===== src/pqtm_pkg.sv =====
// pqtm_pkg: shared types and constants for the parallax quad texture mapper.
// Used by every module in src; depends on nothing.
package pqtm_pkg;

    localparam logic [1:0] OP_LOAD_TEXEL  = 2'd0;
    localparam logic [1:0] OP_LOAD_HEIGHT = 2'd1;
    localparam logic [1:0] OP_DRAW        = 2'd2;

    localparam logic CFG_VIEW_X = 1'b0;
    localparam logic CFG_VIEW_Y = 1'b1;

    localparam int FIFO_DEPTH = 8;
    localparam int FIFO_AW    = 3;
    localparam int FIFO_CW    = 4;
    localparam int FLIGHT_W   = 3;

    typedef struct packed {
        logic [1:0]  op;
        logic [15:0] load_address;
        logic [7:0]  load_byte;
        logic [15:0] u_top_left;
        logic [15:0] v_top_left;
        logic [15:0] u_top_right;
        logic [15:0] v_top_right;
        logic [15:0] u_bottom_left;
        logic [15:0] v_bottom_left;
        logic [15:0] u_bottom_right;
        logic [15:0] v_bottom_right;
    } t_in;

    typedef struct packed {
        logic [15:0] pixel_pair;
        logic [2:0]  row_index;
        logic [2:0]  pair_index;
        logic        last_pair;
    } t_out;

    typedef struct packed {
        logic [31:0] uva;
        logic [31:0] uvb;
        logic [2:0]  row_index;
        logic [2:0]  pair_index;
        logic        last_pair;
    } t_issue;

    // packed UUuuVVvv coordinate to map address
    function automatic logic [15:0] map_addr(input logic [31:0] c);
        return {c[15:8], c[31:24]};
    endfunction

endpackage


===== src/pqtm_fifo.sv =====
// pqtm_fifo: result queue between the fetch pipeline and the output channel.
// Depends on pqtm_pkg.
module pqtm_fifo import pqtm_pkg::*; (
    input  logic               i_clk,
    input  logic               i_rst_n,
    input  logic               i_push,
    input  t_out               i_push_data,
    input  logic               i_pop,
    output logic               o_valid,
    output t_out               o_data,
    output logic [FIFO_CW-1:0] o_count
);

    t_out               r_mem [FIFO_DEPTH];
    logic [FIFO_AW-1:0] r_wr_ptr, r_rd_ptr;
    logic [FIFO_CW-1:0] r_count;
    logic               pop;

    assign pop = i_pop && (r_count != '0);

    always_ff @(posedge i_clk) begin
        if (!i_rst_n) begin
            r_wr_ptr <= '0;
            r_rd_ptr <= '0;
            r_count  <= '0;
        end else begin
            if (i_push) begin
                r_wr_ptr <= r_wr_ptr + FIFO_AW'(1);
            end
            if (pop) begin
                r_rd_ptr <= r_rd_ptr + FIFO_AW'(1);
            end
            if (i_push && !pop) begin
                r_count <= r_count + FIFO_CW'(1);
            end else if (pop && !i_push) begin
                r_count <= r_count - FIFO_CW'(1);
            end
        end
    end

    always_ff @(posedge i_clk) begin
        if (i_push) begin
            r_mem[r_wr_ptr] <= i_push_data;
        end
    end

    assign o_valid = (r_count != '0);
    assign o_data  = r_mem[r_rd_ptr];
    assign o_count = r_count;

endmodule

===== config.mk =====
export PLATFORM = sky130hd
export DESIGN_NAME = pqtm_fifo
export DESIGN_NICKNAME = d
export VERILOG_FILES = /design/src/pqtm_pkg.sv /design/src/pqtm_fifo.sv
export SDC_FILE = /design/constraint.sdc
export NUM_CORES = 1
export LEC_CHECK = 0
export ABC_AREA = 0
export BUFFER_PORTS_ARGS = -buffer_cell sky130_fd_sc_hd__buf_2
export CAP_MARGIN = 0
export CORE_MARGIN = 4
export CORE_UTILIZATION = 50
export DETAILED_ROUTE_END_ITERATION = 10
export GPL_ROUTABILITY_DRIVEN = 0
export HOLD_SLACK_MARGIN = 0.05
export PLACE_DENSITY_LB_ADDON = 0.2
export SYNTH_ARGS = -nofsm -noshare
export SYNTH_HDL_FRONTEND = slang
export SYNTH_SLANG_ARGS = --single-unit
export TNS_END_PERCENT = 20

===== constraint.sdc =====
create_clock -name i_clk -period 3.2 [get_ports i_clk]
set_input_delay 0.16 -clock i_clk [delete_from_list [all_inputs] [get_ports i_clk]]
set_output_delay 0.16 -clock i_clk [all_outputs]
set_load 0.01 [all_outputs]

# After elaboration in Yosys (flattened, before gate mapping)
# Memory sizes are Yosys's and may differ from the RTL's. A register that Yosys moved wholly into a read port is not among the register bits.
# Cells that the tools add are included.
[word_totals]
reg_bits = 10
inputBits = 27
memories = 1
out_inout_bits = 28
mem_bits_rw = 184
[mem_list]
columns = ["name", "depth", "word_bits", "rd", "rd_clocked_by_memory_dff", "write_ports", "line_no", "text"]
rows = [
  ["r_mem", 8, 23, 1, 1, 1, "pqtm_fifo.sv:14", "t_out r_mem [FIFO_DEPTH];"],
]
[classes]
n_reduce_logical = 7
n_addsub = 4
muxes = 6
[op_table]
columns = ["operator", "n"]
rows = [
  ["4-bit two-way mux", 2],
  ["3-bit by 1-bit adder with 3-bit output, second input constant", 2],
  ["3-bit two-way mux", 2],
  ["4-bit by 1-bit adder with 4-bit output, second input constant", 1],
  ["4-bit nonzero test", 1],
  ["4-bit by 1-bit subtractor with 4-bit output, second input constant", 1],
  ["1-bit logical AND", 3],
  ["1-bit logical NOT", 2],
  ["1-bit two-way mux", 2],
  ["2-bit nonzero test", 1],
]

# Logic depth before layout (Yosys ltp)
[depth]
word_depth = 5
ltp_mapped = 9
mapped_depth_nobuf = 9

# Worst setup path after synthesis
# Ideal clock, no wire load.
[synth_timing]
path_type = "register -> register"
startpoint = "register r_wr_ptr[2]"
endpoint = "memory r_mem[0][0] in the netlist's numbering, enable pin"
arrival_ns = 2.099
path_stages_with_launch = 3
path_slack_ns = 0.669
path_cell_list = "dfxtp_1 nand2b_1 nor3_1"
[synth_rtl]
columns = ["item", "line_no", "text"]
rows = [
  ["start: declaration", "pqtm_fifo.sv:15", "logic [FIFO_AW-1:0] r_wr_ptr, r_rd_ptr;"],
  ["start signal: assignment", "pqtm_fifo.sv:28", "r_wr_ptr <= r_wr_ptr + FIFO_AW'(1);"],
  ["end: declaration", "pqtm_fifo.sv:14", ""],
]
# Straight into the memory's write port.

# Final worst setup path
[layout_timing]
startpoint = "register r_count[1] (netlist: o_count[1])"
endpoint = "register r_count[3] (netlist: o_count[3])"
[layout_via]
elab_chain_cells = 5
elab_cells_between_ends = 10
classes_between = "2 x add/sub; 2 x mux; 6 x reduce/logical"
[layout_lines]
columns = ["item", "line_no", "text"]
rows = [
  ["start: declaration", "pqtm_fifo.sv:16", "logic [FIFO_CW-1:0] r_count;"],
  ["start signal: assignment", "pqtm_fifo.sv:34", "r_count <= r_count + FIFO_CW'(1);"],
  ["start signal: assignment", "pqtm_fifo.sv:36", "r_count <= r_count - FIFO_CW'(1);"],
  ["branches (longest 5 deep; another with 4-bit by 1-bit subtractor with 4-bit output)", "--", ""],
]
# Parallel ways; which one is timed is not known. The select of a mux whose other input is x is not followed.
# A chain may end at the register's enable or synchronous reset.

==> run summary <==
Result of the run - finished, final reports clean
Final Hold Vio Count - 0
Mapped Cells - 334
Pleak - 3.09 nW
Antenna-violating nets left - 0
Max-slew violations - 0
Pwr Density - 728 nW/µm²
Syn Nets - 367
Main area contributors after synthesis - edfxtp_1 (72%), mux4_1 (13%), dfxtp_1 (3.4%)
Yosys warns - 0
CTS Buf Count - 17
Worst Path Class, Setup - flop to flop
Aggregate routed wire length - 13400 µm
Register bit count reported by yosys - 197
Initial antenna violation count - 0
Sequential element share of the synthesized area - 75.3%
Tightest Pin Transition - 760 ps
Crit path arrival time - 2770 ps
Rows - 45
Worst endpoint required time - 3550 ps
Port Buf Inserts - 54
Remaining DRCs - 0
CP endpoint kind - flop
Sinks on Clock Net - 197
GRT Util Overall - 16.1%
Tmin final - 2420 ps
Vias in the first global route - 3725
Largest net degree at the start of global routing - 47
Peak supply drop - 635 µV
Boundary pin count - 55
Vias per inst - 5.60
Layout Nets - 462
Fmax - 0.413 GHz
Deepest level of the CTS H-tree - 4
CTS clk-pin slew, worst paths - 70 ps
Clock skew - 6.57 ps
Post-synth cell types - 28
Avg Cell Area, Syn - 23.0 µm²
Maxcap violations - 0
DRT Pass-1 Iters - 4
Die footprint - 17400 µm²
Starting Density - 50.7%
Final setup vio count - 0
Critical path startpoint category - flop
CTS tree - done
Antenna Cells - 0
Placed cell count - 575
Die H - 132 µm
EDFF count, synth - 184
Post-CTS Resized - 0
DR iter-0 viols - 302
Latest clock arrival within the worst-skew pair - 420 ps
Die width - 132 µm
Area growth syn-to-layout - 19.0%
RSZ-0062 raised after global routing - no
Yosys top cell area share - 71.9%
WL per Instance - 21.3 µm
CORE AREA - 15100 µm²
Hold WC Path Type - input port to flop
Rel. slew slack - 49.3%
Top FF cell, synth - edfxtp_1
Final period util - 75.7%
Grt total ovfl - 0
Post-CTS Setup Repair Bufs - 0
Vias - 3530
TNS Setup - 0 ps
Post-Layout Cell Count - 630
Maximum clock insertion buffer count - 2
Async SR Flop Fraction - 0%
Synth area leader - edfxtp_1
Crit Path Max Fanout - 5
Post-Syn Area - 7680 µm²
Root Driver - clkbuf_16
Share of cells above drive strength 1 - 31.4%
HPWL after DPL - 7730 µm
First-pass GRT wire length - 21100 µm
-- critical path, stage by stage (launching register included) --
cell and delay, ps:
dfxtp_1 370, or4_4 580, nand2_1 140, ha_1 180, inv_1 90, ha_1 330, a21oi_1 190, a211oi_1 100
a31oi_1 180, mux2i_1 200
-- cells in the mapped netlist (all sizes together) (2+ instances only) --
cell type,n
mux4,46
nand3,3
nor3,2
mux2i,3
dfxtp,13
nor2b,2
and2,7
clkbuf,4
buf,10
nand2b,4
mux2,23
nor2,7
edfxtp,184
xnor2,5
nand2,7
ha,5
-- area by class of cell --
type	instances	area, µm²
clock buffer	18	429
fill	1073	6000
timing repair buffer	90	636
inverter	1	3.75
tap	188	235
clock inverter	14	230
sequential	197	5790
multi-input combinational	122	1830
-- repair_timing --
action,4_1_cts,5_1_grt
hold buffers,23,0
endpoints found under the setup margin,0,0
endpoints found under the hold margin,184,0
-- placed cells by master (no fill, tap or decap), drive strengths merged, types with 6 or more instances in the layout --
cell / instances
edfxtp: 184
dlygate4sd3: 23
clkbuf: 18
buf: 67
dfxtp: 13
mux4: 46
and2: 7
bufinv: 6
nor2: 7
nand2: 7
mux2: 23
-- cells by family after synthesis --
logic type,count (synthesis),synth area share (%)
DFF,197,75.3
muxes,72,19.0
and+or+nand+nor,33,2.21
buffers and inverters,15,1.29
xor gates and xnor gates,6,0.684
adders and majority gates,6,1.07
AOI/OAI and AO/OA,5,0.407
-- power breakdown --
part,switching (mW),internal [mW]
combinational,0.592,0.726
sequential,0.0845,2.92
clock,0.876,1.46
total,1.55,5.11
-- through the flow --
stage | util, % | instance area (µm²) | setup slack (ps) | hold WS, ps | total power [mW]
final | 60.4 | 9150 | 777 | 77.8 | 6.66
after global routing | 60.4 | 9150 | 558 | 96.1 | 6.96
after CTS | 60.4 | 9150 | 775 | 57.0 | 6.74
after detailed placement | 54.5 | 8260 | 784 | 434 | 4.38
after global placement | 54.5 | 8260 | 867 | 419 | 4.35
after floorplan | - | 7680 | 669 | 259 | 4.02
-- worst paths after layout --
kind | from | to | slack, ps | cells after the start
max | o_count[1]$_SDFFE_PN0P_ | o_count[3]$_SDFFE_PN0P_ | 780 | 9
min | i_pop | flop | 80 | 3
max reg2reg | o_count[1]$_SDFFE_PN0P_ | o_count[3]$_SDFFE_PN0P_ | 780 | 9
min reg2reg | o_count[3]$_SDFFE_PN0P_ | o_count[3]$_SDFFE_PN0P_ | 510 | 2
-- registers in the layout (all words and copies together) (netlist names), named ones only --
name / cells
r_wr_ptr: 3
o_count: 4
r_rd_ptr: 3
r_mem: 184
-- metal layers --
metal	part of all wire, %	routed length (µm)	track usage, %	vias to the layer above
li1	-	-	-	1608
met1	45	6020	21.4	1827
met2	49	6630	26.5	75
met3	4.0	533	3.47	20
met4	1.7	223	6.01	0
met5	0	0	0	-
No activity file was read; power rests on OpenSTA's default activity.
