--- src/pqtm_pkg.sv ---
// pqtm_pkg: shared types and constants for the parallax quad texture mapper.
// Used by every module in src; depends on nothing.
package pqtm_pkg;

    localparam logic [1:0] OP_LOAD_TEXEL  = 2'd0;
    localparam logic [1:0] OP_LOAD_HEIGHT = 2'd1;
    localparam logic [1:0] OP_DRAW        = 2'd2;

    localparam logic CFG_VIEW_X = 1'b0;
    localparam logic CFG_VIEW_Y = 1'b1;

    localparam int FIFO_DEPTH = 8;
    localparam int FIFO_AW    = 3;
    localparam int FIFO_CW    = 4;
    localparam int FLIGHT_W   = 3;

    typedef struct packed {
        logic [1:0]  op;
        logic [15:0] load_address;
        logic [7:0]  load_byte;
        logic [15:0] u_top_left;
        logic [15:0] v_top_left;
        logic [15:0] u_top_right;
        logic [15:0] v_top_right;
        logic [15:0] u_bottom_left;
        logic [15:0] v_bottom_left;
        logic [15:0] u_bottom_right;
        logic [15:0] v_bottom_right;
    } t_in;

    typedef struct packed {
        logic [15:0] pixel_pair;
        logic [2:0]  row_index;
        logic [2:0]  pair_index;
        logic        last_pair;
    } t_out;

    typedef struct packed {
        logic [31:0] uva;
        logic [31:0] uvb;
        logic [2:0]  row_index;
        logic [2:0]  pair_index;
        logic        last_pair;
    } t_issue;

    // packed UUuuVVvv coordinate to map address
    function automatic logic [15:0] map_addr(input logic [31:0] c);
        return {c[15:8], c[31:24]};
    endfunction

endpackage

--- src/pqtm_walker.sv ---
// pqtm_walker: quad setup and coordinate stepping, one pixel pair per grant.
// Depends on pqtm_pkg.
module pqtm_walker import pqtm_pkg::*; #(
    parameter int QUAD_WIDTH  = 16,
    parameter int QUAD_HEIGHT = 8
) (
    input  logic   i_clk,
    input  logic   i_rst_n,
    input  logic   i_start,
    input  t_in    i_quad,
    input  logic   i_grant,
    output logic   o_busy,
    output logic   o_issue_valid,
    output t_issue o_issue
);

    localparam int PAIRS  = QUAD_WIDTH / 2;
    localparam int ROWS   = QUAD_HEIGHT;
    localparam int PAIR_W = (PAIRS > 1) ? $clog2(PAIRS) : 1;
    localparam int ROW_W  = (ROWS > 1) ? $clog2(ROWS) : 1;
    localparam int LOG_W  = $clog2(QUAD_WIDTH + 1) - 1;
    localparam int LOG_H  = $clog2(QUAD_HEIGHT + 1) - 1;
    localparam logic [PAIR_W-1:0] LAST_PAIR = PAIR_W'(PAIRS - 1);
    localparam logic [ROW_W-1:0]  LAST_ROW  = ROW_W'(ROWS - 1);

    function automatic logic signed [31:0] diff(input logic [15:0] a, input logic [15:0] b);
        return {16'b0, a} - {16'b0, b};
    endfunction

    function automatic logic [15:0] asr16(input logic signed [31:0] d, input int sh);
        logic signed [31:0] t;
        t = d >>> sh;
        return t[15:0];
    endfunction

    logic              r_busy;
    logic [31:0]       r_left, r_left_step, r_xstep, r_xstep_d, r_uv;
    logic [ROW_W-1:0]  r_row;
    logic [PAIR_W-1:0] r_pair;

    logic signed [31:0] du_t, dv_t, du_b, dv_b, dl_u, dl_v, ddu, ddv;
    logic [31:0]        s_left, s_left_step, s_xstep, s_xstep_d;
    logic [31:0]        uvb, next_left;
    logic               issue, row_end, quad_end;

    always_comb begin
        du_t = diff(i_quad.u_top_right, i_quad.u_top_left);
        dv_t = diff(i_quad.v_top_right, i_quad.v_top_left);
        du_b = diff(i_quad.u_bottom_right, i_quad.u_bottom_left);
        dv_b = diff(i_quad.v_bottom_right, i_quad.v_bottom_left);
        dl_u = diff(i_quad.u_bottom_left, i_quad.u_top_left);
        dl_v = diff(i_quad.v_bottom_left, i_quad.v_top_left);
        ddu  = (du_b - du_t) >>> LOG_H;
        ddv  = (dv_b - dv_t) >>> LOG_H;
        s_left      = {i_quad.u_top_left, i_quad.v_top_left};
        s_left_step = {asr16(dl_u, LOG_H), asr16(dl_v, LOG_H)};
        s_xstep     = {asr16(du_t, LOG_W), asr16(dv_t, LOG_W)};
        s_xstep_d   = {asr16(ddu, LOG_W), asr16(ddv, LOG_W)};
    end

    assign issue     = r_busy & i_grant;
    assign uvb       = r_uv + r_xstep;
    assign next_left = r_left + r_left_step;
    assign row_end   = (r_pair == LAST_PAIR);
    assign quad_end  = row_end && (r_row == LAST_ROW);

    always_ff @(posedge i_clk) begin
        if (!i_rst_n) begin
            r_busy <= 1'b0;
            r_row  <= '0;
            r_pair <= '0;
        end else if (i_start) begin
            r_busy <= 1'b1;
            r_row  <= '0;
            r_pair <= '0;
        end else if (issue) begin
            if (quad_end) begin
                r_busy <= 1'b0;
            end
            if (row_end) begin
                r_pair <= '0;
                r_row  <= r_row + ROW_W'(1);
            end else begin
                r_pair <= r_pair + PAIR_W'(1);
            end
        end
    end

    always_ff @(posedge i_clk) begin
        if (i_start) begin
            r_left      <= s_left;
            r_uv        <= s_left;
            r_left_step <= s_left_step;
            r_xstep     <= s_xstep;
            r_xstep_d   <= s_xstep_d;
        end else if (issue) begin
            if (row_end) begin
                r_left  <= next_left;
                r_uv    <= next_left;
                r_xstep <= r_xstep + r_xstep_d;
            end else begin
                r_uv <= uvb + r_xstep;
            end
        end
    end

    assign o_busy             = r_busy;
    assign o_issue_valid      = issue;
    assign o_issue.uva        = r_uv;
    assign o_issue.uvb        = uvb;
    assign o_issue.row_index  = 3'(32'(r_row));
    assign o_issue.pair_index = 3'(32'(r_pair));
    assign o_issue.last_pair  = quad_end;

endmodule

--- config.mk ---
export PLATFORM = sky130hd
export DESIGN_NAME = pqtm_walker
export DESIGN_NICKNAME = d
export VERILOG_FILES = /design/src/pqtm_pkg.sv /design/src/pqtm_walker.sv
export SDC_FILE = /design/constraint.sdc
export NUM_CORES = 1
export LEC_CHECK = 0
export BUFFER_PORTS_ARGS = -buffer_cell sky130_fd_sc_hd__buf_2
export CORE_ASPECT_RATIO = 1.1
export CORE_MARGIN = 5
export CORE_UTILIZATION = 54
export DETAILED_ROUTE_END_ITERATION = 10
export PLACE_DENSITY = 0.88
export SETUP_SLACK_MARGIN = 0.3
export SLEW_MARGIN = 40
export SYNTH_ARGS = -nofsm -noshare
export SYNTH_HDL_FRONTEND = slang
export SYNTH_SLANG_ARGS = --single-unit
--- constraint.sdc ---
create_clock -name i_clk -period 4.3 [get_ports i_clk]
set_input_delay 0.645 -clock i_clk [delete_from_list [all_inputs] [get_ports i_clk]]
set_output_delay 0.645 -clock i_clk [all_outputs]
set_load 0.02 [all_outputs]
### Yosys cells after proc, flatten, opt, wreduce, memory -nomap -nowiden

Index checks and enable logic that the tools add are counted.

* add/subtract/negate cells: 14
* multipliers: 0
* div/mod/pow operators: 0
* order comparisons: 0
* eq/ne operators: 2
* shift operators: 0
* muxes and demuxes: 13
* bitwise logic cells: 2
* reduce and logical (&&, ||, !) cells: 8

Operators with widths (number)
* $mux 32: 9
* $add 32x32->32: 4
* $sub 16x16->17: 6
* $sub 17x17->18: 2
* $add 3x1->3 const B: 2
* $eq 3x3->1 const B: 2
* $reduce_and 2->1: 3
* $reduce_bool 2->1: 3
* $mux 1: 3
* $mux 3: 1
* $reduce_or 2->1: 1
* $and 1x1->1: 1
* $logic_and 1x1->1: 1
* $not 1->1: 1

* register bits after elaboration: 167
* latch bits: 0
* RAM bits: 0
* memory bits (read-only): 0
* bits of input ports: 158
* word-level logic and storage cells: 47
* memories kept: 0

### Logic depth before layout (Yosys ltp)

Gate-level depths: netlist of run 1.

* depth in word-level cells: 5
* depth in mapped cells: 24

### Worst setup path before layout of run 1

No wires, ideal clock.

* path kind: register -> register
* from: register r_uv[0]
* to: register r_uv[31], data pin
* setup time: 0.267 ns
* data arrival time: 4.822 ns
* data required time: 4.033 ns
* slack: -0.789 ns
* stages on the path, launching flop included: 25
* period minus slack after synthesis: 5.089 ns
* cells stage by stage: edfxtp_1 > ha_1 > fa_1 > a21oi_1 > nor2_1 > o211a_1 > a21oi_1 > a21oi_1 > and2_1 > o21a_1 > nor2_1 > xnor2_1 > ha_1 > clkbuf_1 > o21ai_0 > a22oi_1 > a31oi_1 > o21ai_0 > a21o_1 > o2111ai_1 > and3_1 > nor3_1 > a211oi_1 > xnor2_1 > o211ai_1

RTL lines
* start: declaration: RTL line pqtm_walker.sv:37 `logic [31:0] r_left, r_left_step, r_xstep, r_xstep_d, r_uv;`
* start signal: assignment: RTL line pqtm_walker.sv:92 `r_uv <= s_left;`
* start signal: assignment: RTL line pqtm_walker.sv:99 `r_uv <= next_left;`
* start signal: assignment: RTL line pqtm_walker.sv:102 `r_uv <= uvb + r_xstep;`

### Final worst setup path of run 1

* from: register r_xstep[0]
* to: register r_uv[27], data pin

* word-level cells in the longest chain between the ends: 5

RTL lines
* start: declaration: RTL line pqtm_walker.sv:37
* start signal: assignment: RTL line pqtm_walker.sv:94 `r_xstep <= s_xstep;`
* start signal: assignment: RTL line pqtm_walker.sv:100 `r_xstep <= r_xstep + r_xstep_d;`
* $add 32x32->32: RTL line pqtm_walker.sv:62 `assign uvb = r_uv + r_xstep;`
* $add 32x32->32 (*): RTL line pqtm_walker.sv:102
* $mux 32 (*): RTL line pqtm_walker.sv:97 `if (row_end) begin`
* $mux 32 (*): RTL line pqtm_walker.sv:96 `end else if (issue) begin`
* $mux 32 (*): RTL line pqtm_walker.sv:90 `if (i_start) begin`

Mark *: on every way between the ends. The rest lies on a longest branch, timed or not. The select of a mux whose other input is x is not followed.
A chain may end at the register's enable or synchronous reset.

==> impl_results.rst, run 1 <==
.. list-table::
   :header-rows: 1

   * - Metric
     - Value
   * - Worst path arrival time
     - 4.96 ns
   * - Proportion of netlist area held by the largest area contributor
     - 0.266
   * - Relative slew margins
     - 0.455
   * - Largest buffer count on any clock path
     - 2
   * - Clock tree skew after final layout
     - 0.0155 ns
   * - Cell chosen for the clock root
     - sky130_fd_sc_hd__clkbuf_16
   * - Number of hold-slack violations in the final timing report
     - 0
   * - Initial standard-cell utilization of the core
     - 0.544
   * - Critical path start-end classification
     - reg -> reg
   * - FP Rows
     - 67
   * - Total Nets Final
     - 2776
   * - Global router's overall resource usage
     - 0.302
   * - Violations in the final reports
     - setup timing
   * - Path depth of the worst reg2reg path
     - 24
   * - Worst min-delay path endpoint
     - o_busy
   * - Critical path peak fanout
     - 2
   * - Number of iterations in the first detailed-routing pass
     - 6
   * - Height of the die
     - 193 µm
   * - Antenna violations before repair
     - 2
   * - First-pass GRT wire length
     - 83300 µm
   * - Unrepaired setup endpoints after global routing
     - yes
   * - Detailed-route wire length per cell
     - 21.0 µm
   * - H-tree levels
     - 4
   * - Die W
     - 177 µm
   * - Wire length on met2
     - 27100 µm
   * - Type of the tightest min-delay check
     - in -> reg
   * - Vias
     - 17250
   * - Via/cell ratio
     - 6.20
   * - Reg2reg setup slack
     - -0.45 ns
   * - Die area
     - 34100 µm²
   * - Final Max Tran Viols
     - 0
   * - Final GP Congestion
     - 0.952
   * - Number of global-route vias before repair
     - 16566
   * - Clock-pin slew of the registers on the worst-case setup and hold paths
     - 0.07 ns
   * - Final antenna-violating net count
     - 0
   * - Clock tree from TritonCTS
     - done
   * - Maximum operating frequency
     - 210 MHz
   * - Post-synth net total
     - 2306
   * - YS warnings
     - 0
   * - Most used standard cell by instance count after synthesis
     - sky130_fd_sc_hd__ha_1
   * - Sequential element share of the synthesized area
     - 0.275
   * - Setup-violating endpoint count in the final report
     - 19
   * - Remaining DRCs
     - 0
   * - Max layer used
     - met5
   * - Synth Register Bits
     - 153
   * - Actual transition at the worst max-transition pin
     - 0.817 ns
   * - Top cells by instance count after synthesis
     - sky130_fd_sc_hd__ha_1 (255), sky130_fd_sc_hd__a21oi_1 (190), sky130_fd_sc_hd__nand2_1 (148)
   * - Hold Path Stages
     - 2
   * - Worst reg2reg path startpoint
     - r_xstep[0]
   * - Dominant cell type by area after synthesis
     - sky130_fd_sc_hd__edfxtp_1
   * - Dpl hpwl
     - 40800 µm
   * - Ratio of cells with drive above 1 in the final layout
     - 0.322
   * - Maximum number of pins on one net before global-route repair
     - 65
   * - Total number of clock tree sinks
     - 153
   * - Relative area change from synthesis to final layout
     - 34.5%
   * - Routed metal-1 wirelength
     - 22300 µm
   * - Setup tns final
     - -4.08 ns
   * - Origin of the worst min-delay path
     - i_rst_n
   * - Clk Latency, worst-skew pair
     - 0.45 ns
   * - Status
     - complete, but fails checks
   * - Kind of start point of the critical path
     - register
   * - Boundary Pins
     - 231
   * - Placeable core region
     - 30300 µm²
   * - Kind of end point of the critical path
     - register
   * - Post-synth EDFFs
     - 146
   * - Inserted Clock Buffers
     - 17
   * - WP data required
     - 4.51 ns
   * - Synthesized netlist cell count
     - 1885
   * - Top cells by area in the synthesized netlist
     - sky130_fd_sc_hd__edfxtp_1 (27%), sky130_fd_sc_hd__ha_1 (19%), sky130_fd_sc_hd__xnor2_1 (6.7%)
   * - Drt initial violations
     - 2219
   * - Metal3 WL
     - 6490 µm
   * - Wire length after detailed routing
     - 58400 µm
   * - Cell area after synthesis
     - 16500 µm²
   * - Overflow left after global routing
     - 0
   * - Setup WS post-layout
     - -0.455 ns
   * - Number of distinct library cells after synthesis
     - 75
   * - Count of buffers from port buffering
     - 204
   * - Final min period
     - 4.75 ns
   * - Async S/R FF share, synth
     - 0
   * - Ys flop type
     - sky130_fd_sc_hd__edfxtp_1
   * - Worst r2r dst
     - r_uv[27]
   * - Synthesized area per cell
     - 8.74 µm²
   * - Max-cap violations
     - 0
   * - Final critical-path share of the clock period
     - 1.11
[worst max-delay path, stage by stage (launching register included)]
cell	delay (ns)
sky130_fd_sc_hd__edfxtp_1	0.46
sky130_fd_sc_hd__ha_4	0.20
sky130_fd_sc_hd__fa_2	0.42
sky130_fd_sc_hd__a21oi_4	0.16
sky130_fd_sc_hd__nor2_2	0.06
sky130_fd_sc_hd__o211a_1	0.24
sky130_fd_sc_hd__a21oi_2	0.15
sky130_fd_sc_hd__a21oi_2	0.09
sky130_fd_sc_hd__and2_4	0.15
sky130_fd_sc_hd__o21a_1	0.17
sky130_fd_sc_hd__nor2_2	0.16
sky130_fd_sc_hd__xnor2_2	0.12
sky130_fd_sc_hd__ha_4	0.18
sky130_fd_sc_hd__buf_6	0.11
sky130_fd_sc_hd__o21ai_2	0.15
sky130_fd_sc_hd__a22oi_1	0.13
sky130_fd_sc_hd__a31oi_1	0.27
sky130_fd_sc_hd__o21ai_1	0.11
sky130_fd_sc_hd__a21o_1	0.18
sky130_fd_sc_hd__o2111ai_2	0.19
sky130_fd_sc_hd__and3_4	0.26
sky130_fd_sc_hd__nor2_4	0.06
sky130_fd_sc_hd__xnor2_2	0.18
sky130_fd_sc_hd__a21oi_2	0.09
sky130_fd_sc_hd__a22o_1	0.21
[final cells by class]
type	count	area [µm²]
Antenna cell	1	2.50
Clock buffer	23	564
Clock inverter	9	67.6
Fill cell	1880	8110
Inverter	136	513
Multi-Input combinational cell	1566	12700
Sequential cell	153	4520
Tap cell	414	518
Timing Repair Buffer	481	3250
[through the flow]
stage                     cells  setup slack (ns)  area (µm²)  hold WS (ns)   util
after floorplan            1885            -0.278       16800         0.550      -
after global placement     2672            -0.278       19800         0.464  0.653
after detailed placement   2672            -0.371       19800         0.474  0.653
after CTS                  2744            -0.267       21200         0.430  0.699
after global routing       2782            -0.581       22200         0.475  0.732
final                      2783            -0.455       22200         0.452  0.732
[cells in the final DEF (no fill, tap or decap), types with 10 or more instances in the layout]
| master | instances |
|---|---|
| sky130_fd_sc_hd__a211oi_1 | 11 |
| sky130_fd_sc_hd__edfxtp_1 | 146 |
| sky130_fd_sc_hd__nor2b_1 | 24 |
| sky130_fd_sc_hd__xnor2_1 | 108 |
| sky130_fd_sc_hd__a21oi_1 | 142 |
| sky130_fd_sc_hd__nand3_1 | 35 |
| sky130_fd_sc_hd__buf_6 | 27 |
| sky130_fd_sc_hd__a31oi_1 | 17 |
| sky130_fd_sc_hd__buf_2 | 191 |
| sky130_fd_sc_hd__o21ai_1 | 36 |
| sky130_fd_sc_hd__a21oi_2 | 43 |
| sky130_fd_sc_hd__mux2i_1 | 14 |
| sky130_fd_sc_hd__xnor2_2 | 16 |
| sky130_fd_sc_hd__ha_1 | 225 |
| sky130_fd_sc_hd__nor3_1 | 34 |
| sky130_fd_sc_hd__and2_1 | 14 |
| sky130_fd_sc_hd__xor2_1 | 58 |
| sky130_fd_sc_hd__o211ai_1 | 18 |
| sky130_fd_sc_hd__or2_2 | 10 |
| sky130_fd_sc_hd__o21a_1 | 22 |
| sky130_fd_sc_hd__a21o_1 | 68 |
| sky130_fd_sc_hd__or3_1 | 14 |
| sky130_fd_sc_hd__nor2_2 | 13 |
| sky130_fd_sc_hd__o21bai_1 | 22 |
| sky130_fd_sc_hd__buf_4 | 262 |
| sky130_fd_sc_hd__nand2_1 | 141 |
| sky130_fd_sc_hd__nor2_1 | 126 |
| sky130_fd_sc_hd__clkbuf_16 | 22 |
| sky130_fd_sc_hd__o21ai_0 | 82 |
| sky130_fd_sc_hd__nand2b_1 | 30 |
| sky130_fd_sc_hd__inv_1 | 131 |
| sky130_fd_sc_hd__ha_4 | 26 |
| sky130_fd_sc_hd__o21ai_2 | 18 |
| sky130_fd_sc_hd__and3_1 | 10 |
[metal layers]
metal  global-route usage  up-vias
met2                0.497     1148
met3               0.0595      249
met1                0.400     8000
met5                    0        -
li1                     -     7851
met4                0.103        2
[logic make-up (layout without fill, tap and decap cells)]
family                     count (synthesis)  count (layout)  share of synthesized area
other                                      0               1                          0
muxes                                     21              21                     0.0133
buffers and inverters                    166             649                     0.0381
and+or+nand+nor                          505             505                      0.143
DFF                                      153             153                      0.275
adders and majority gates                263             263                      0.203
xor gates and xnor gates                 189             189                      0.101
AOI/OAI and AO/OA                        588             588                      0.227
[flip-flops by register name (all words and copies together), names as in the netlist]
| signal | flops |
|---|---|
| r_pair | 3 |
| r_xstep_d | 22 |
| r_left_step | 28 |
| o_busy | 1 |
| r_left | 32 |
| r_uv | 32 |
| r_row | 3 |
| r_xstep | 32 |
[worst max path at each step]
stage / from / end / slack, ns / depth (start not counted)
5_1_grt: r_xstep[0] / r_uv[31] / -0.58 / 24
6_report: r_xstep[0] / r_uv[27] / -0.45 / 24
3_3_place_gp: r_xstep[0] / r_uv[31] / -0.28 / 23
4_1_cts: r_uv[0] / r_uv[27] / -0.27 / 23
3_5_place_dp: r_xstep[0] / r_uv[31] / -0.37 / 23
2_1_floorplan: r_uv[0] / r_uv[31] / -0.28 / 24
[timing repair]
item,in CTS,in global routing
hold endpoints to repair,0,0
hold buffers,0,0
setup buffers,40,38
cloned,0,0
pin swaps,88,151
setup endpoints to repair,33,47
resized for setup,104,168
Power of run 1 is not shown: default switching activity piles up to over one toggle a cycle in this logic, so the estimate is an artifact.
==> run 2: changes to the inputs <==
--- a/config.mk
+++ b/config.mk
@@ -10,7 +10,7 @@
 export CORE_MARGIN = 5
 export CORE_UTILIZATION = 54
 export DETAILED_ROUTE_END_ITERATION = 10
-export PLACE_DENSITY = 0.88
+export PLACE_DENSITY = 0.79
 export SETUP_SLACK_MARGIN = 0.3
 export SLEW_MARGIN = 40
 export SYNTH_ARGS = -nofsm -noshare
==> run 2 against run 1 <==
Against the previous run:
- the flow still finishes with violations (setup timing)
- register-to-register slack got worse by 0.04 ns
- clock skew decreased by 0.0041 ns
- clock-buffer cell count decreased by 5
- cell area decreased by 0.93%
- cell count decreased by 0.22%
- hold slack improved by 0.025 ns
- first-iteration DRC count decreased by 24%
- non-clock buffer count decreased by 7
- via count decreased by 3.6%
- largest cell class unchanged
==> impl_results.rst, run 2 (synthesis results as in run 1) <==
.. list-table::
   :header-rows: 1

   * - Metric
     - Value
   * - Status
     - complete, but fails checks
   * - Violations in the final reports
     - setup timing
   * - Count of filler cells inserted in the layout
     - 2091 (+11%)
   * - Kind of start point of the critical path
     - register
   * - Inserted Clock Buffers
     - 17 (unchanged)
   * - Boundary Pins
     - 231 (unchanged)
   * - Vias
     - 16627 (-3.6%)
   * - List of cells traversed by the critical path
     - ha_4 > a211oi_2 > o31ai_2 > o22ai_2 > o31ai_2 > a31oi_1 > nand2b_1 > a21o_1 > a21oi_2 > xnor2_2 > ha_4 > buf_4 > inv_1 > a22oi_1 > a31oi_1 > o21ai_1 > a21o_1 > o2111ai_2 > and3_4 > buf_6 > nor2_4 > xnor2_2 > a21oi_2 > a22o_1
   * - Number of hold-slack violations in the final timing report
     - 0 (unchanged)
   * - Die area
     - 34100 µm² (unchanged)
   * - H-tree levels
     - 4 (unchanged)
   * - Setup-violating endpoint count in the final report
     - 17 (-2)
   * - Final GP Congestion
     - 1.01 (+5.8%)
   * - Commonest non-fill, non-tap cells in the layout
     - sky130_fd_sc_hd__buf_4 (249), sky130_fd_sc_hd__ha_1 (235), sky130_fd_sc_hd__buf_2 (192)
   * - Type of the tightest min-delay check
     - in -> reg
   * - Setup WS post-layout
     - -0.491 ns (-0.0365 ns)
   * - Relative slew margins
     - 0.451 (-0.00381)
   * - Top delay family on crit path
     - compound AO/OA/AOI/OAI gates
   * - Die W
     - 177 µm (unchanged)
   * - Most frequent standard cell in the layout excluding fill and tap cells
     - sky130_fd_sc_hd__buf_4
   * - Height of the die
     - 193 µm (unchanged)
   * - Hold buffer count at cts
     - 0 (unchanged)
   * - Total Nets Final
     - 2769 (-0.25%)
   * - Placeable core region
     - 30300 µm² (unchanged)
   * - Cell chosen for the clock root
     - sky130_fd_sc_hd__clkbuf_16
   * - Worst path arrival time
     - 4.98 ns (+0.02 ns)
   * - Overflow left after global routing
     - 0 (unchanged)
   * - Global router's overall resource usage
     - 0.289 (-0.0125)
   * - Wire length after detailed routing
     - 53300 µm (-8.9%)
   * - WP data required
     - 4.49 ns (-0.02 ns)
   * - CP max-delay cell
     - sky130_fd_sc_hd__edfxtp_1
   * - Relative area change from synthesis to final layout
     - 33.3%
   * - Final critical-path share of the clock period
     - 1.11 (+0.00848)
   * - Final antenna-violating net count
     - 0 (unchanged)
   * - Detailed-route wire length per cell
     - 19.2 µm (-8.7%)
   * - Via/cell ratio
     - 5.99 (-3.4%)
   * - Clock tree from TritonCTS
     - done
   * - Final Max Tran Viols
     - 0 (unchanged)
   * - Total number of clock tree sinks
     - 153 (unchanged)
   * - Final min period
     - 4.79 ns (+0.0365 ns)
   * - Maximum operating frequency
     - 209 MHz (-0.76%)
   * - Buffers plus inverters on the worst setup path
     - 3 (+2)
   * - Unrepaired setup endpoints after global routing
     - yes
   * - Remaining DRCs
     - 0 (unchanged)
   * - Number of iterations in the first detailed-routing pass
     - 8 (+2)
   * - Post-place setup slack
     - -0.398 ns (-0.0271 ns)
   * - First-pass GRT wire length
     - 80100 µm (-3.9%)
   * - Kind of end point of the critical path
     - register
   * - Actual transition at the worst max-transition pin
     - 0.821 ns (+0.00387 ns)
   * - Clock tree skew after final layout
     - 0.0114 ns (-0.00413 ns)
   * - Clock-pin slew of the registers on the worst-case setup and hold paths
     - 0.07 ns (about the same)
   * - FP Rows
     - 67 (unchanged)
   * - Drt initial violations
     - 1691 (-24%)
   * - Largest incremental delay on the critical path
     - 0.48 ns (+0.02 ns)
   * - Final cell utilization of the core
     - 0.725 (-0.00682)
   * - Clk Latency, worst-skew pair
     - 0.44 ns (about the same)
   * - Critical path peak fanout
     - 3 (+1)
   * - Largest buffer count on any clock path
     - 2 (unchanged)
   * - Max-cap violations
     - 0 (unchanged)
   * - Largest registers
     - r_left (32), r_uv (32), r_xstep (32)
   * - Maximum number of pins on one net before global-route repair
     - 86 (+32%)
   * - Critical path start-end classification
     - reg -> reg
   * - Ratio of cells with drive above 1 in the final layout
     - 0.311 (-0.0105)
   * - Count of buffers from port buffering
     - 204 (unchanged)
   * - Number of global-route vias before repair
     - 15888 (-4.1%)
   * - Antenna violations before repair
     - 2 (unchanged)
   * - Dpl hpwl
     - 39800 µm (-2.3%)
   * - Initial standard-cell utilization of the core
     - 0.544 (unchanged)
## run 2: cell count changes in the layout (fill, tap and decap cells not counted), sizes merged
cell / change
clkbuf: -5
bufinv: +4
diode: +1
clkinvlp: +3
clkinv: -1
buf: -7
inv: -1
## run 2: worst paths after layout
| check | startpoint | to | slack [ns] | cells after the start |
|---|---|---|---|---|
| setup / recovery | r_uv[1] | r_uv[27] | -0.49 | 24 |
| setup reg to reg | r_uv[1] | r_uv[27] | -0.49 | 24 |
| hold reg to reg | r_pair[1] | r_pair[1] | 0.50 | 2 |
| hold / removal | i_rst_n | o_busy | 0.48 | 2 |
## run 2: layer usage
metal	routed length [µm]	part of all wire	GRT usage
met5	0	0	0
met1	22500	0.42	0.414
met2	24000	0.45	0.463
met4	1690	0.032	0.0857
met3	5060	0.095	0.0351
## run 2: cell type report
cell class                 count  area (µm²)  area share
multi-input combinational   1566       12600       0.572
sequential                   153        4520       0.206
timing repair buffer         474        3210       0.146
tap                          414         518      0.0236
inverter                     136         513      0.0234
clock buffer                  18         429      0.0196
clock inverter                14         195     0.00889
antenna                        2        5.00    0.000228
## run 2: through the flow
step,TNS [ns],area (µm²),instances,hold WS (ns)
after floorplan,-0.727,16800,1885,0.550
after detailed placement,-2.76,19800,2676,0.488
after CTS,-1.19,21200,2741,0.468
after global placement,-1.29,19800,2676,0.476
after global routing,-7.14,21900,2777,0.497
final,-3.77,21900,2777,0.477
## run 2: repair_timing
item                       4_1_cts  5_1_grt
setup endpoints to repair       31       46
pin swaps                       87      101
setup buffers                   33       34
resized for setup              133      114
Power of run 2 is left out for the same reason.
